[config.mk]
export PLATFORM = sky130hd
export DESIGN_NAME = bit_addressable_flag_store_unit
export DESIGN_NICKNAME = d
export VERILOG_FILES = /design/src/rtl/bafs_pkg.sv /design/src/rtl/bafs_ram.sv /design/src/rtl/bit_addressable_flag_store_unit.sv
export SDC_FILE = /design/constraint.sdc
export NUM_CORES = 1
export LEC_CHECK = 0
export BUFFER_PORTS_ARGS = -buffer_cell sky130_fd_sc_hd__buf_4
export CORE_MARGIN = 2
export CORE_UTILIZATION = 58
export CTS_BUF_LIST = sky130_fd_sc_hd__clkbuf_8
export DETAILED_ROUTE_END_ITERATION = 8
export PLACE_DENSITY = 0.77
export SLEW_MARGIN = 10
export SYNTH_ARGS = -nofsm -noshare
export SYNTH_HDL_FRONTEND = slang
export SYNTH_SLANG_ARGS = --single-unit
[constraint.sdc]
create_clock -name clk -period 4.85 [get_ports clk]
set_input_delay 1.455 -clock clk [delete_from_list [all_inputs] [get_ports clk]]
set_output_delay 1.455 -clock clk [all_outputs]
set_load 0.01 [all_outputs]
[src/rtl/bafs_pkg.sv]
// Package for the bit addressable flag store: beat types, operation codes, sizes.
package bafs_pkg;

	localparam int FLAG_BYTES_DEF = 32;

	localparam logic [3:0] OP_SET_BIT   = 4'd0;
	localparam logic [3:0] OP_CLR_BIT   = 4'd1;
	localparam logic [3:0] OP_TGL_BIT   = 4'd2;
	localparam logic [3:0] OP_TST_BIT   = 4'd3;
	localparam logic [3:0] OP_TCLR_BIT  = 4'd4;
	localparam logic [3:0] OP_WR_BYTE   = 4'd5;
	localparam logic [3:0] OP_RD_BYTE   = 4'd6;
	localparam logic [3:0] OP_WR_WORD   = 4'd7;
	localparam logic [3:0] OP_RD_WORD   = 4'd8;
	localparam logic [3:0] OP_WR_DWORD  = 4'd9;
	localparam logic [3:0] OP_RD_DWORD  = 4'd10;

	typedef struct packed {
		logic [3:0]  operation;
		logic [7:0]  index;
		logic [31:0] write_data;
	} cmd_t;

	typedef struct packed {
		logic [31:0] read_data;
		logic        out_of_range;
	} rsp_t;

endpackage

[src/rtl/bafs_ram.sv]
// Generic simple dual-port RAM: one write port, one read port with registered data.
module bafs_ram #(
	parameter int WIDTH = 32,
	parameter int DEPTH = 8,
	localparam int AW = (DEPTH > 1) ? $clog2(DEPTH) : 1
) (
	input  logic             clk,
	input  logic             we,
	input  logic [AW-1:0]    waddr,
	input  logic [WIDTH-1:0] wdata,
	input  logic [AW-1:0]    raddr,
	output logic [WIDTH-1:0] rdata
);

	logic [WIDTH-1:0] mem_q [DEPTH];

	always_ff @(posedge clk) begin
		if (we) begin
			mem_q[waddr] <= wdata;
		end
		rdata <= mem_q[raddr];
	end

endmodule

[src/rtl/bit_addressable_flag_store_unit.sv]
// Top level of the bit addressable flag store: bit, byte, word and dword access unit.
//
//  port group        dir  role
//  start/busy/cmd    in (busy out)  command beat: taken when start is high and busy is low
//  done/rsp          out  result beat: valid for the single cycle done is high
//
// One command per cycle; busy is always low. The RAM read happens on the edge
// that takes the command, which also loads valid_s1 and the command registers;
// the modify is combinational from those, and done and rsp are registered from them.
// Storage is a RAM of 32-bit rows; a write is forwarded to a following
// command on the same row. Per-row valid bits make the store read zero
// after reset, so no clearing pass is needed.
// The receiver cannot stall; every result beat is taken.
module bit_addressable_flag_store_unit
	import bafs_pkg::*;
#(
	parameter int FLAG_BYTES = FLAG_BYTES_DEF
) (
	input  logic clk,
	input  logic arst_n,
	input  logic start,
	output logic busy,
	input  cmd_t cmd,
	output logic done,
	output rsp_t rsp
);

	localparam int ROWS = (FLAG_BYTES + 3) / 4;
	localparam int ROW_W = (ROWS > 1) ? $clog2(ROWS) : 1;
	localparam logic [8:0] LIM_BYTES = 9'(FLAG_BYTES);
	localparam logic [8:0] LIM_WORDS = 9'(FLAG_BYTES / 2);
	localparam logic [8:0] LIM_DWORDS = 9'(FLAG_BYTES / 4);

	logic             accept;
	logic             oor_in;
	logic [7:0]       row_in;

	logic             valid_s1;
	logic [3:0]       op_s1;
	logic [7:0]       idx_s1;
	logic [31:0]      wdata_s1;
	logic             oor_s1;
	logic [ROW_W-1:0] row_s1;

	logic [ROWS-1:0]  row_vld_q;
	logic             wb_vld_q;
	logic [ROW_W-1:0] wb_row_q;
	logic [31:0]      wb_data_q;

	logic [31:0]      ram_rd;
	logic [31:0]      row_data;
	logic [31:0]      new_row;
	logic             we;
	logic [31:0]      rdata;
	logic [1:0]       lane;
	logic [7:0]       cur_byte;
	logic [7:0]       new_byte;
	logic [7:0]       mask;

	assign busy = 1'b0;
	assign accept = start && !busy;

	always_comb begin
		oor_in = 1'b0;
		row_in = 8'd0;
		case (cmd.operation)
			OP_SET_BIT, OP_CLR_BIT, OP_TGL_BIT, OP_TST_BIT, OP_TCLR_BIT: begin
				oor_in = {4'd0, cmd.index[7:3]} >= LIM_BYTES;
				row_in = {5'd0, cmd.index[7:5]};
			end
			OP_WR_BYTE, OP_RD_BYTE: begin
				oor_in = {1'b0, cmd.index} >= LIM_BYTES;
				row_in = {2'd0, cmd.index[7:2]};
			end
			OP_WR_WORD, OP_RD_WORD: begin
				oor_in = {1'b0, cmd.index} >= LIM_WORDS;
				row_in = {1'd0, cmd.index[7:1]};
			end
			OP_WR_DWORD, OP_RD_DWORD: begin
				oor_in = {1'b0, cmd.index} >= LIM_DWORDS;
				row_in = cmd.index;
			end
			default: begin
				oor_in = 1'b0;
				row_in = 8'd0;
			end
		endcase
	end

	bafs_ram #(
		.WIDTH(32),
		.DEPTH(ROWS)
	) u_ram (
		.clk  (clk),
		.we   (we),
		.waddr(row_s1),
		.wdata(new_row),
		.raddr(row_in[ROW_W-1:0]),
		.rdata(ram_rd)
	);

	always_ff @(posedge clk or negedge arst_n) begin
		if (!arst_n) begin
			valid_s1 <= 1'b0;
		end else begin
			valid_s1 <= accept;
		end
	end

	always_ff @(posedge clk) begin
		if (accept) begin
			op_s1 <= cmd.operation;
			idx_s1 <= cmd.index;
			wdata_s1 <= cmd.write_data;
			oor_s1 <= oor_in;
			row_s1 <= row_in[ROW_W-1:0];
		end
	end

	always_comb begin
		if (wb_vld_q && wb_row_q == row_s1) begin
			row_data = wb_data_q;
		end else if (row_vld_q[row_s1]) begin
			row_data = ram_rd;
		end else begin
			row_data = 32'd0;
		end
	end

	always_comb begin
		case (op_s1)
			OP_WR_BYTE, OP_RD_BYTE: lane = idx_s1[1:0];
			default:                lane = idx_s1[4:3];
		endcase
		case (lane)
			2'd0:    cur_byte = row_data[31:24];
			2'd1:    cur_byte = row_data[23:16];
			2'd2:    cur_byte = row_data[15:8];
			default: cur_byte = row_data[7:0];
		endcase
		mask = 8'h80 >> idx_s1[2:0];
	end

	always_comb begin
		new_byte = cur_byte;
		new_row = row_data;
		we = 1'b0;
		rdata = 32'd0;
		case (op_s1)
			OP_SET_BIT: begin
				new_byte = cur_byte | mask;
				we = 1'b1;
			end
			OP_CLR_BIT: begin
				new_byte = cur_byte & ~mask;
				we = 1'b1;
			end
			OP_TGL_BIT: begin
				new_byte = cur_byte ^ mask;
				we = 1'b1;
			end
			OP_TST_BIT: begin
				rdata = {31'd0, |(cur_byte & mask)};
			end
			OP_TCLR_BIT: begin
				rdata = {31'd0, |(cur_byte & mask)};
				new_byte = cur_byte & ~mask;
				we = 1'b1;
			end
			OP_WR_BYTE: begin
				new_byte = wdata_s1[7:0];
				we = 1'b1;
			end
			OP_RD_BYTE: begin
				rdata = {24'd0, cur_byte};
			end
			default: begin
				new_byte = cur_byte;
			end
		endcase
		case (lane)
			2'd0:    new_row[31:24] = new_byte;
			2'd1:    new_row[23:16] = new_byte;
			2'd2:    new_row[15:8] = new_byte;
			default: new_row[7:0] = new_byte;
		endcase
		case (op_s1)
			OP_WR_WORD: begin
				if (idx_s1[0]) begin
					new_row[15:0] = wdata_s1[15:0];
				end else begin
					new_row[31:16] = wdata_s1[15:0];
				end
				we = 1'b1;
			end
			OP_RD_WORD: begin
				rdata = idx_s1[0] ? {16'd0, row_data[15:0]} : {16'd0, row_data[31:16]};
			end
			OP_WR_DWORD: begin
				new_row = wdata_s1;
				we = 1'b1;
			end
			OP_RD_DWORD: begin
				rdata = row_data;
			end
			default: begin
				new_row = new_row;
			end
		endcase
		if (!valid_s1 || oor_s1) begin
			we = 1'b0;
			rdata = 32'd0;
		end
	end

	always_ff @(posedge clk or negedge arst_n) begin
		if (!arst_n) begin
			row_vld_q <= '0;
			wb_vld_q <= 1'b0;
			done <= 1'b0;
		end else begin
			if (we) begin
				row_vld_q[row_s1] <= 1'b1;
			end
			wb_vld_q <= we;
			done <= valid_s1;
		end
	end

	always_ff @(posedge clk) begin
		if (we) begin
			wb_row_q <= row_s1;
			wb_data_q <= new_row;
		end
		if (valid_s1) begin
			rsp.read_data <= rdata;
			rsp.out_of_range <= oor_s1;
		end
	end

	a_done_follows: assert property (@(posedge clk) disable iff (!arst_n)
		valid_s1 |=> done)
		else $error("result beat missing");

	a_oor_reads_zero: assert property (@(posedge clk) disable iff (!arst_n)
		done && rsp.out_of_range |-> rsp.read_data == 32'd0)
		else $error("out of range access returned data");

	a_test_is_bit: assert property (@(posedge clk) disable iff (!arst_n)
		valid_s1 && (op_s1 == OP_TST_BIT || op_s1 == OP_TCLR_BIT) |=>
		rsp.read_data[31:1] == 31'd0)
		else $error("bit test result wider than one bit");

	a_no_oor_write: assert property (@(posedge clk) disable iff (!arst_n)
		valid_s1 && oor_s1 |-> !we)
		else $error("write issued for out of range index");

	a_fwd_track: assert property (@(posedge clk) disable iff (!arst_n)
		we |=> wb_vld_q && wb_row_q == $past(row_s1))
		else $error("write-back forward register lost");

endmodule

Word-level counts from Yosys, hierarchy flattened
Memory sizes are Yosys's and may differ from the RTL's. A register that Yosys moved wholly into a read port is not among the register bits.
Cells that the tools add are included.

word-level totals
  register bits after elaboration = 124
  bits in writable memories = 256
  input port bits = 47
  output and inout bits = 35
  word-level logic and storage cells = 93
  memories = 1

memory list
  name         depth  bits a word  rd ports  clocked after Yosys merged registers in  write ports  line            RTL
  u_ram.mem_q  8      32           1         1                                        1            bafs_ram.sv:15  logic [WIDTH-1:0] mem_q [DEPTH];

operators by class
  order comparisons = 5
  eq/ne operators = 23
  shift operators = 1
  mux-type cells = 26
  bitwise gates (word level) = 6
  reduce and logical (&&, ||, !) cells = 18

operators by type and width
  kind                                                                    number
  32-bit case mux with 2 select lines                                     2
  32-bit two-way mux                                                      2
  16-bit two-way mux                                                      3
  4-bit by 3-bit equality test with 1-bit output (second input constant)  8
  8-bit two-way mux                                                       4
  8-bit case mux with 4 select lines                                      1
  4-bit equality test (second input constant)                             6
  8-bit case mux with 3 select lines                                      1
  8-bit AND                                                               2
  4-bit by 2-bit equality test with 1-bit output (second input constant)  4
  8-bit OR                                                                2
  8-bit case mux with 2 select lines                                      1
  2-bit OR reduction                                                      7
  3-bit case mux with 4 select lines                                      1
  5-bit OR reduction                                                      2
  4-bit by 1-bit equality test with 1-bit output (second input constant)  2
  8-bit by 4-bit >= comparator with 1-bit output (second input constant)  1
  8-bit by 5-bit >= comparator with 1-bit output (second input constant)  1
  8-bit by 6-bit >= comparator with 1-bit output (second input constant)  1
  4-bit zero test                                                         2
  8-bit NOT                                                               1
  8-bit OR reduction                                                      1
  8-bit by 3-bit right shift with 8-bit output (first input constant)     1
  8-bit XOR                                                               1
  other kinds (15)                                                        22

Longest topological paths before layout
Gate-level depths: netlist (run 1).

  depth in word-level cells = 10
  depth in mapped cells = 17

Hierarchy
Synthesis (run 1) repeated with hierarchy kept, for this count alone.

unflattened totals
  cells, all modules = 1091
  area, all modules = 17773.3 µm²

modules (own cells, without submodules)
  module                           times used  cells an instance  area each (µm²)  sequential area each (µm²)
  bafs_ram                         1           415                10466.3          8328.0
  bit_addressable_flag_store_unit  1           676                7307.0           3668.5

Worst setup path before layout (run 1)
OpenSTA, ideal clock, no wires.

  path kind = reg-to-reg
  from = register valid_s1
  to = memory u_ram.mem_q[1][0] (enable)
  library setup time = 0.463 ns
  arrival time = 4.890 ns
  data required time = 4.387 ns
  slack = -0.503 ns
  cell stages (with the launch flop) = 6
  cells stage by stage = dfrtp_1 nor2b_1 clkbuf_1 o21a_1 nand2_1 nor3_1

between the ends
  word-level cells in the longest chain between the ends = 5

RTL lines
  what                                     line                                    RTL
  from (decl)                              bit_addressable_flag_store_unit.sv:38   logic valid_s1;
  from (signal assigned)                   bit_addressable_flag_store_unit.sv:106  valid_s1 <= accept;
  1-bit zero test                          bit_addressable_flag_store_unit.sv:210  if (!valid_s1 || oor_s1) begin
  1-bit logical OR                         bit_addressable_flag_store_unit.sv:210
  1-bit two-way mux                        bit_addressable_flag_store_unit.sv:210
  named net u_ram.we                       bafs_ram.sv:8                           input logic we,
  1-bit two-way mux                        bafs_ram.sv:18                          if (we) begin
  1-bit two-way mux (not written as such)  bafs_ram.sv:19                          mem_q[waddr] <= wdata;
  to (decl)                                bafs_ram.sv:15

The timed path passes the listed nets, and every way through them passes these cells.

Worst setup path after layout (run 1)
  from = register row_s1[0]
  to = register wb_data_q[6] (data pin)

between the ends
  word-level cells in the longest chain between the ends = 10
  elaborated cells on any way between the ends = 14

RTL lines
  what                                       line                                                                            RTL
  from (decl)                                bit_addressable_flag_store_unit.sv:43                                           logic [ROW_W-1:0] row_s1;
  from (signal assigned)                     bit_addressable_flag_store_unit.sv:116                                          row_s1 <= row_in[ROW_W-1:0];
  1-bit binary-select mux with 3-bit select  bit_addressable_flag_store_unit.sv:123                                          end else if (row_vld_q[row_s1]) begin
  1-bit two-way mux (not written as such)    bit_addressable_flag_store_unit.sv:123
  32-bit two-way mux                         bit_addressable_flag_store_unit.sv:123
  32-bit two-way mux *                       bit_addressable_flag_store_unit.sv:121                                          if (wb_vld_q && wb_row_q == row_s1) begin
  8-bit case mux with 3 select lines         bit_addressable_flag_store_unit.sv:135                                          case (lane)
  8-bit AND, or another cell as far along    bit_addressable_flag_store_unit.sv:155, bit_addressable_flag_store_unit.sv:167
  8-bit case mux with 4 select lines         bit_addressable_flag_store_unit.sv:149                                          case (op_s1)
  8-bit two-way mux *                        bit_addressable_flag_store_unit.sv:181                                          case (lane)
  16-bit two-way mux                         bit_addressable_flag_store_unit.sv:189                                          if (idx_s1[0]) begin
  32-bit case mux with 2 select lines *      bit_addressable_flag_store_unit.sv:187                                          case (op_s1)
  named net new_row[6]                       bit_addressable_flag_store_unit.sv:52                                           logic [31:0] new_row;
  to (signal assigned)                       bit_addressable_flag_store_unit.sv:233                                          wb_data_q <= new_row;
  to (decl)                                  bit_addressable_flag_store_unit.sv:48                                           logic [31:0] wb_data_q;

Mark *: on every way through the listed nets, which the timed path passes. The rest lies on a longest branch. The select of a mux whose other input is x is not followed.
A chain may end at the register's enable or synchronous reset.

==> run summary, run 1 <==
The run gives 3510 µm as the total length of routed met3 wires. The highest layer used for signal routing is met4. The number of ports placed on the die boundary was 82; the post-synthesis sequential area ratio was 0.676. The path class of the lowest-slack min-delay path was flip-flop to flip-flop. The cell taking the most area after synthesis was edfxtp_1. Length of the first detailed-routing pass in iterations: 6. Number of clock buffers inserted by TritonCTS: 67. Averaged over all synthesized cells, the footprint is 15.0 µm². The tools report the clock latency on the worst-skew pair as 600 ps. Yosys printed 0 warnings. The cell chosen for the clock root is clkbuf_8.

Setup repair after global routing left no endpoint under its margin. Worst relative slew slack: 0.176. Counting every sink on the clock net gives 412. The maximum achievable frequency is 0.220 GHz. The repair_antennas step left the layout with diodes totalling 0.

Average via count per standard cell: 6.30. The number of placed instances, taps included, is 1651. In the synthesized netlist, the number of instances is 1185.

Fill cells in the final layout number 2121. The tool flagged a number of max-cap violations equal to 0. The cell occurring most often along the worst timing path is o21ai_0. The count of buffers added on input and output ports is 80. The routed metal-1 wire length came out at 17900 µm. The die is 179 µm tall.

In the final timing run, aggregate negative setup slack is 0 ps. The floorplan step defined a die boundary enclosing 32000 µm². Counting I/O delays and the setup requirement, the final critical path takes 4540 ps. STA classifies the critical path startpoint as a flip-flop. The run gives 0 as the number of buffers added to fix hold violations after cts. TritonCTS built the clock tree. The synthesized cell area was 17800 µm².

The tools report the number of global-route vias before repair as 10974. The first global-routing pass estimated 65700 µm of wire. The logs give 3 for the H-tree depth reported by CTS and 72 for the distinct cell type count of the synthesized netlist.

The die is 179 µm wide. The instance count along the most critical hold path is 1. For the area of the core, the log shows 30300 µm².

The run finished with clean final reports. Data arrives at the worst endpoint at 4770 ps. The data required time at the worst endpoint is 5090 ps. The classification of the worst setup path was flip-flop to flip-flop.

The number of max-slew violations in the final report was 0. At the end of the flow, the number of nets in the layout was 1395. The final number of hold-violating endpoints is 0, and the number of buffers and inverters on the critical path is 1. The longest clock path from root to sink contains 3 buffers.

Entering global routing, the biggest net connects 53 pins. The run gives 0 as the post-CTS setup-driven buffer insertion count. The tools report the starting density of the core as 0.585.

Setup violations remaining at the end of the flow were counted as 0. The power density over cell area was 432 nW/µm². The worst setup path is captured at a flip-flop. After detailed routing, the met2 layer carries 21100 µm of wire.

The ratio of cells with drive above 1 in the final layout was 0.212. The signal on the critical path passes through mux2_1 > mux4_2 > buf_4 > a22oi_1 > o21ai_0 > o22a_2 > ha_1 > mux2i_1 > a221oi_1 > nand2_1 > o22ai_1 > o21ai_0. Among all flip-flop cells after synthesis, the most frequent one is edfxtp_1.

Average wire per standard cell: 25.0 µm. For this run the aggregate overflow at the end of global routing stands at 0. Counting cells, the worst reg-to-reg path comes to 12.

Counting buffers and inverters, the worst setup path is 12 cells deep. Leaving out fill and tap cells, the most frequent cells in the layout are edfxtp_1 (369), mux2i_1 (202), buf_4 (135). The number of synthesized flops with an enable pin was 369.

Post-CTS repair changed the size of 0 cells. The portion of synthesized cell area occupied by the leading cell type works out to 0.624. The tools report the origin of the worst min-delay path as row_vld_q[7]. By area the synthesized netlist is led by edfxtp_1 (62%), mux2i_1 (11%), dfxtp_1 (3.6%).

For this run, the number of standard cells in the final layout without fillers is 1775. The actual transition at the worst max-transition pin was 1220 ps. The global-route usage over all layers is 0.282, and the largest fanout on the critical path is 13.

The startpoint of the worst register-to-register path was row_s1[0]. Counting every net in the synthesized netlist gives 1256. The clock transition at the registers of the reported paths is 60 ps. After synthesis the netlist holds a flip-flop and latch count of 412.

The congestion estimate from routability-driven global placement came to 1.04. For this block, the routed nets add up to 44500 µm of wire. After the first detailed-routing iteration, the DRC count stood at 1265. The slowest stage cell on the critical path was o21ai_0. The commonest non-fill, non-tap cell in the layout is edfxtp_1.

The post-detailed-route DRC marker count was 0. The detail route stage leaves a number of antenna-violating nets equal to 0. The wire-length estimate of the detail-placed layout is 29000 µm.

For the setup skew after layout, the log shows 39.2 ps. In this run the worst setup path begins at row_s1[0]. The number of antenna violations at the first check in global routing is 0, and the ratio of final minimum period to clock period is 0.935. In this design, the stage delay of the slowest critical-path cell is 770 ps. VDD sags by at most 298 µV. The via count is 11176, and the growth of design area from synthesis to finish is 14.7%.

The async set or reset register ratio after synthesis is 0.0267. The kind of cell adding the most delay to the critical path is compound AO/OA/AOI/OAI gates. The run gives 8.14 nW as the leakage power figure. Row count: 64.
## path summary, 6_finish.rpt
check | to | slack, ps
max | wb_data_q[6] | 310
min | row_vld_q[7] | 480
max reg2reg | wb_data_q[6] | 310
min reg2reg | row_vld_q[7] | 480
max in group asynchronous | row_vld_q[7] | 3990
min in group asynchronous | done | 690
## cells in the mapped netlist (all sizes together) (3+ instances only)
master	n
o22ai	27
a221oi	17
clkbuf	33
dfxtp	32
or2	10
a41oi	16
mux2i	202
a21oi	22
a222oi	8
a21o	3
nor4	3
edfxtp	369
a22o	12
nor2	39
nand2b	11
nand4	3
ha	24
o211ai	7
a22oi	38
and3	4
dfrtp	11
buf	36
inv	40
and2	3
o22a	5
or3	3
o21ai	44
nand2	49
nor3	12
o221ai	8
nand3	12
nor2b	6
mux2	38
xnor2	6
## sequential cells by signal, indices dropped and copies added, names as in the netlist, 3 cells and up
register and cells:
wdata_s1 32, wb_data_q 32, rsp 33, row_vld_q 8
idx_s1 5, u_ram.rdata 32, wb_row_q 3, row_s1 3
op_s1 4, u_ram.mem_q 256
## report_power, final
part / internal (mW) / switching, mW
Combinational: 0.580 / 1.07
Sequential: 4.29 / 0.111
Clock: 1.39 / 1.35
## per-layer routing
metal,vias to the layer above,global-route usage
li1,4938,-
met1,5531,0.376
met2,569,0.446
met3,138,0.0558
met4,0,0.137
met5,-,0
## metrics by stage
step / util / worst slack (ps) / area [µm²] / power (mW) / hold WS, ps
5_1_grt: 0.671 / 95.4 / 20400 / 9.09 / 504
3_3_place_gp: 0.630 / 552 / 19100 / 6.01 / 464
6_report: 0.671 / 314 / 20400 / 8.79 / 483
4_1_cts: 0.671 / 396 / 20400 / 8.79 / 475
2_1_floorplan: - / 363 / 17800 / 5.45 / 421
3_5_place_dp: 0.630 / 431 / 19100 / 6.06 / 464
## area by class of cell
type | count | area (µm²) | share of cell area
multi-input cells | 663 | 5370 | 0.264
repair buffers | 139 | 1090 | 0.0537
clock inverters | 52 | 251 | 0.0124
flip-flops and latches | 412 | 12000 | 0.589
clock buffers | 72 | 991 | 0.0487
inverters | 41 | 154 | 0.00756
well taps | 396 | 495 | 0.0243
## cells by family (layout without fill, tap and decap cells)
logic type / after synthesis / in the layout / share of synthesized area
mux: 241 / 241 / 0.139
compound gates: 226 / 226 / 0.0925
flops: 412 / 412 / 0.676
other cells: 1 / 1 / 0.000211
simple gates: 164 / 164 / 0.0449
buf+inv: 110 / 304 / 0.0269
fa+ha+maj: 24 / 24 / 0.0169
xor+xnor: 7 / 7 / 0.00345
## worst reg2reg max path, stage by stage (launching register included)
cell and delay (ps):
edfxtp_1 510, mux2_1 350, mux4_2 650, buf_4 250
a22oi_1 320, o21ai_0 160, o22a_2 300, ha_1 290
mux2i_1 130, a221oi_1 100, nand2_1 210, o22ai_1 140
o21ai_0 770
Power figures use the tool's default switching activity.
==> run 2, diff against run 1 <==
- PLACE_DENSITY: 0.77 -> 0.86
==> run 2 against run 1 <==
Effect of this change: via count increased by 0.53%; sequential share of layout area decreased by 0.36 points; critical path depth unchanged; combinational power about the same; die area unchanged; flip-flop and latch count unchanged; total power increased by 2.4%; hold slack got worse by 9.0 ps; core utilization increased by 0.41 points; sequential power about the same; register-to-register slack got worse by 99 ps; setup slack got worse by 99 ps.
==> run summary, run 2 (synthesis gave the netlist of run 1 again) <==
At the later pin of the worst-skew pair, clock insertion delay measures 610 ps. The number of global-route vias before repair is 10907, and the H-tree depth reported by CTS is 3. Commonest non-fill, non-tap cell in the layout: edfxtp_1. The filler cells instantiated in the layout total 2035. For the number of max-slew violations in the final report, the log shows 0. Setup repair after global routing left no endpoint under its margin.

The detailed-route wire length was 43900 µm. Setup total negative slack on the finished layout was measured at 0 ps. The number of flip-flops in the largest register was 256; the routability congestion estimate from global placement was 0.991. The number of ports placed on the die boundary is 82. The worst path in the final design needs a cycle of 4630 ps, including I/O delays and setup. The number of I/O port buffers is 80, and the average via count per standard cell is 6.33. Tightest hold margin: 474 ps. Register containing the most flip-flops in the final layout: u_ram.mem_q. The run gives 256 µV as the peak ir drop on the vdd network. For this design, the sink count on the clock tree is 412. The region available for standard cell placement spans 30300 µm². The count of nets left with antenna violations once routing finished came out at 0. The power density over cell area came out at 439 nW/µm². The path depth of the worst reg2reg path came out at 12.

The classification of the worst setup path was flip-flop to flip-flop. TritonCTS built the clock tree. The signal on the critical path passes through mux2_1 > mux4_2 > buf_4 > a22oi_1 > o22ai_1 > o22a_2 > ha_1 > mux2i_1 > a221oi_1 > nand2_1 > o22ai_1 > o21ai_0. For the end-of-flow core utilization, the log shows 0.675.

The critical path crosses 12 cells after its start point. The largest registers in the layout are u_ram.mem_q x256, rsp x33. The largest individual stage delay along the critical path comes from the cell o21ai_0. Row generation in the floorplan step produced 64 rows. The run gives 1397 as the post-layout net count. From left edge to right edge, the die measures 179 µm. Starting density of the core: 0.585.

Hold repair after CTS inserted 0 buffers. The first detailed-routing pass took 7 iterations. The number of clock buffers added by TritonCTS is 66.

The tools report the post-CTS setup-driven buffer insertion count as 0. The global-route usage over all layers came out at 0.278. The final number of hold-violating endpoints was 0. The flow ran to the end, and the final reports show no timing, DRC or antenna violations. The instance count along the most critical hold path was 1.

The first global-routing pass estimated 64900 µm of wire. Across the run, the number of max-cap violations was 0. The logs give 0.123 for the worst relative slew slack and 3 for the maximum clock path buffer count. STA puts the critical path data arrival time at 4850 ps. Post-detailed-route DRC marker count: 0.

The top cell types in the final layout, fill and taps aside, are edfxtp_1 (369), mux2i_1 (202), buf_4 (136). The ratio of final minimum period to clock period was 0.956; the maximum achievable frequency was 0.216 GHz. The average wire per standard cell is 24.7 µm, and the detailed router's first-iteration violation count is 1495. The tools report the number of antenna violations at the first check in global routing as 0. The wire-length estimate of the detail-placed layout is 28900 µm. The clock transition at the registers of the reported paths works out to 60 ps. The tools report the global route total overflow as 0. The tightest min-delay check is of the flip-flop to flip-flop type. The cell chosen for the clock root was clkbuf_8. The logs give 0 for the number of setup violations in the final report and 1654 for the number of placed instances, taps included. STA classifies the critical path endpoint as a flip-flop. The actual transition at the worst max-transition pin was 1300 ps; the number of gates resized after cts was 0.

The longest individual stage delay on the worst path was 980 ps. From bottom edge to top edge, the die measures 179 µm. On the final layout, the worst clock skew is 33.5 ps.

The largest net degree at the start of global routing is 66, and the via count is 11235. The number of non-filler instances in the completed layout came out at 1776. The floorplan step defined a die boundary enclosing 32000 µm². The tools report the data required time at the worst endpoint as 5070 ps. In this design, the critical path's most frequently occurring cell is o22ai_1. For the overall power consumption, the log shows 9.00 mW. The number of buffers and inverters on the critical path works out to 1. Compared with the post-synthesis result, the final layout area differs by 15.4%. Type of origin of the critical path: a flip-flop.

In this run the static leakage power is 8.17 nW. The largest fanout on the critical path came out at 14. The kind of cell with the highest combined delay along the critical path is compound AO/OA/AOI/OAI gates. The ratio of cells with drive above 1 in the final layout was 0.220.
-- run 2: layer usage --
| layer | wire [µm] | share of wire | GRT usage | vias to the layer above |
|---|---|---|---|---|
| li1 | - | - | - | 4946 |
| met1 | 17000 | 0.39 | 0.358 | 5532 |
| met3 | 4100 | 0.093 | 0.0636 | 112 |
| met5 | 0 | 0 | 0 | - |
| met2 | 21400 | 0.49 | 0.456 | 645 |
| met4 | 1460 | 0.033 | 0.116 | 0 |
-- run 2: power by group --
part	internal, mW	switching (mW)
Sequential	4.28	0.111
Clock	1.55	1.38
Combinational	0.594	1.08
-- run 2: path summary, 6_finish.rpt --
check / start / end / slack, ps
max in group asynchronous: arst_n / wb_vld_q / 4000
worst min register to register: row_vld_q[0] / row_vld_q[0] / 470
worst min-delay path: row_vld_q[0] / row_vld_q[0] / 470
worst max register to register: row_s1[0] / u_ram.mem_q[1][6] / 220
worst max-delay path: row_s1[0] / u_ram.mem_q[1][6] / 220
min in group asynchronous: arst_n / done / 680
-- run 2: worst reg2reg max path: stages (launching register included) --
cell	delay, ps
edfxtp_1	520
mux2_1	370
mux4_2	630
buf_4	240
a22oi_1	210
o22ai_1	140
o22a_2	260
ha_1	290
mux2i_1	200
a221oi_1	120
nand2_1	160
o22ai_1	130
o21ai_0	980
-- run 2: metrics by stage --
stage          worst slack [ps]  area [µm²]
2_1_floorplan               363       17800
3_3_place_gp                559       19200
3_5_place_dp                422       19200
4_1_cts                     437       20500
5_1_grt                    21.7       20500
6_report                    215       20500
-- run 2: area by class of cell --
class / instances / area (µm²) / area share
diodes: 1 / 2.50 / 0.000122
clock buffers: 79 / 1090 / 0.0531
clock inverters: 42 / 235 / 0.0115
inverters: 41 / 154 / 0.00751
multi-input cells: 663 / 5370 / 0.262
flip-flops and latches: 412 / 12000 / 0.586
well taps: 396 / 495 / 0.0242
repair buffers: 142 / 1140 / 0.0557
==> run 3, diff against run 2 <==
- RECOVER_POWER: default -> 100
==> run 3 against run 2 <==
Effect of this change: the run now ends with max-capacitance violations, max-slew violations left; first-iteration DRC count fell by 2.1%; sequential share of layout area rose by 1.1 points; largest power group unchanged; largest cell class unchanged; total power shrank 0.51%; maximum frequency is 0.57% higher; clock skew is essentially flat; flip-flop and latch count unchanged; clock power is essentially flat; die area unchanged; critical path depth unchanged; setup slack improved by 26 ps; register-to-register slack improved by 30 ps.
==> run summary, run 3 (synthesis gave the netlist of run 1 again) <==
At the end of routability-driven placement, the weighted congestion stood at 0.991. The ratio of final minimum period to clock period works out to 0.950. Broken down by cell family, the worst path's largest delay share belongs to compound AO/OA/AOI/OAI gates.

The area of the core is 30300 µm², and the post-route worst setup slack is 242 ps. The filler cell count in the final layout is 2141, and the global route total overflow is 0. The average via count per standard cell is 6.32, and the number of setup violations in the final report is 0. The die boundary width came out at 179 µm. The register containing the most flip-flops in the final layout is u_ram.mem_q. The post-detailed-route DRC marker count is 0. The switching share of total power is 0.286, and the peak ir drop on the vdd network is 257 µV.

The tools report the detailed router's first-iteration violation count as 1463. For the final database, setup skew stands at 33.7 ps. The first global-routing pass estimated 64900 µm of wire. The cell occurring most often along the worst timing path was o22ai_1.

Number of I/O port buffers: 80. In the final layout, the multi-input gates occupy 5280 µm². The final number of hold-violating endpoints came out at 0.

Classification of the worst setup path: flip-flop to flip-flop. The path class of the lowest-slack min-delay path is flip-flop to flip-flop. The number of setup buffers added after CTS is 0. The final critical delay including setup and external delays came out at 4610 ps. The number of antenna diodes in the final layout is 0. In this run the static leakage power is 7.90 nW.

The number of buffers and inverters on the critical path came out at 1. Longest individual stage delay on the worst path: 990 ps. The run gives 478 ps as the tightest hold margin. Clock-pin slew was measured on the worst setup and hold paths at 60 ps. Entering global routing, the biggest net connects 66 pins.

The run gives 66 as the number of clock buffers inserted by TritonCTS. The checks that failed: max-capacitance violations, max-slew violations. The average wire per standard cell came out at 24.8 µm. The run gives 32000 µm² as the overall die area.

Length of the first detailed-routing pass in iterations: 6. Kind of end point of the critical path: a flip-flop. The register with the most flip-flops in the layout has 256 of them. The routed layout has 11225 vias. The maximum achievable frequency was 0.217 GHz. Setup repair after global routing left no endpoint under its margin. At the worst endpoint, the required time is 5060 ps.

The run gives 0 as the number of antenna violations at the first check in global routing. The share of total power in the clock network came out at 0.328. Commonest non-fill, non-tap cell in the layout: edfxtp_1. The actual transition at the worst max-transition pin is 2920 ps, and the number of global-route vias before repair is 10907.

The signal on the critical path passes through mux2_1 > mux4_2 > a22oi_1 > clkbuf_1 > o22ai_1 > o22a_1 > ha_1 > mux2i_1 > a221oi_1 > nand2_1 > o22ai_1 > o21ai_0. Largest fanout on the critical path: 14. The number of gates resized after CTS was 0. TritonCTS built the clock tree. The tools report the worst relative slew slack as -0.947. The growth of design area from synthesis to finish was 13.2%; the critical path arrival was 4820 ps. Summed over all nets, the switching power comes to 2.56 mW. CTS saw 412 sinks. In this run the vertical extent of the chip is 179 µm. The final antenna-violating net count was 0; the ratio of cells with drive above 1 in the final layout was 0.162. The routed design has 44000 µm of wire. The logs give 0.278 for the global-route usage over all layers and 64 for the row count.

The run gives 0.181 as the share of power burned in combinational logic. In the layout the commonest cells are edfxtp_1 (369), mux2i_1 (202), clkbuf_8 (79). For the setup TNS, the log shows 0 ps.

Power spread over the standard cell area amounts to 445 nW/µm². The root buffer cell chosen for the clock tree is clkbuf_8. The tools report the part of the total power dissipated in sequential elements as 0.491. The number of placed instances, taps included came out at 1654. The number of buffers added to fix hold violations after cts is 0. The clock tree synthesis step divided the H-tree into 3 levels.

STA classifies the critical path startpoint as a flip-flop. Starting density of the core: 0.585. At the placement stage, the worst setup path has a slack of 422 ps. The number of max-slew violations in the final report came out at 194. The flow ran to the end, but the final reports show violations. The logs give 3 for the maximum clock path buffer count and 12000 µm² for the sequential cell area in the final layout. The number of maximum-capacitance constraint violations is 5, and the number of non-filler instances in the completed layout is 1775.

Slowest stage cell on the critical path: o21ai_0. The run gives 6.39 mW as the internal power summed over all cells. The largest registers in the layout are u_ram.mem_q x256, rsp x33. The HPWL after detailed placement is 28900 µm.

During I/O placement, the number of pins put on the boundary was 82. The clock latency on the worst-skew pair is 610 ps, and the post-layout net count is 1397.
-- run 3: path summary, 6_finish.rpt --
check                      slack (ps)         start  cells after the start                 to
min reg2reg                       480  row_vld_q[0]                      1       row_vld_q[0]
min                               480  row_vld_q[0]                      1       row_vld_q[0]
max                               240     row_s1[0]                     12  u_ram.mem_q[1][6]
max reg2reg                       240     row_s1[0]                     12  u_ram.mem_q[1][6]
min in group asynchronous         870        arst_n                      1               done
max in group asynchronous        3520        arst_n                      1           wb_vld_q
-- run 3: layer usage --
metal  vias to the layer above  global-route usage  wire length (µm)
met3                       116              0.0636              4260
met4                         0               0.116              1590
li1                       4943                   -                 -
met5                         -                   0                 0
met2                       693               0.456             21300
met1                      5473               0.358             16900
-- run 3: power groups by stage --
stage	Combinational [mW]	Sequential [mW]	Clock, mW
after floorplan	1.04	4.41	0
after global placement	1.57	4.46	0
after detailed placement	1.61	4.46	0
after CTS	1.63	4.39	2.96
after global routing	1.72	4.41	3.12
final	1.62	4.40	2.93
-- run 3: area by class of cell --
cell class,instances,area share
Sequential cell,412,0.597
Multi-Input combinational cell,663,0.263
Clock buffer,79,0.0541
Timing Repair Buffer,142,0.0423
Tap cell,396,0.0246
Clock inverter,42,0.0117
Inverter,41,0.00766
-- run 3: worst register-to-register path, stage by stage, from the launching register on --
cell and delay, ps:
edfxtp_1 520, mux2_1 370, mux4_2 620, a22oi_1 200, clkbuf_1 280, o22ai_1 130
o22a_1 260, ha_1 310, mux2i_1 160, a221oi_1 110, nand2_1 140, o22ai_1 120
o21ai_0 990
-- run 3: metrics by stage --
| step | total power [mW] | utilization | cell area, µm² |
|---|---|---|---|
| floorplan | 5.45 | - | 17800 |
| global placement | 6.02 | 0.631 | 19200 |
| detailed placement | 6.08 | 0.631 | 19200 |
| CTS | 8.98 | 0.675 | 20500 |
| global route | 9.25 | 0.662 | 20100 |
| finish | 8.95 | 0.662 | 20100 |
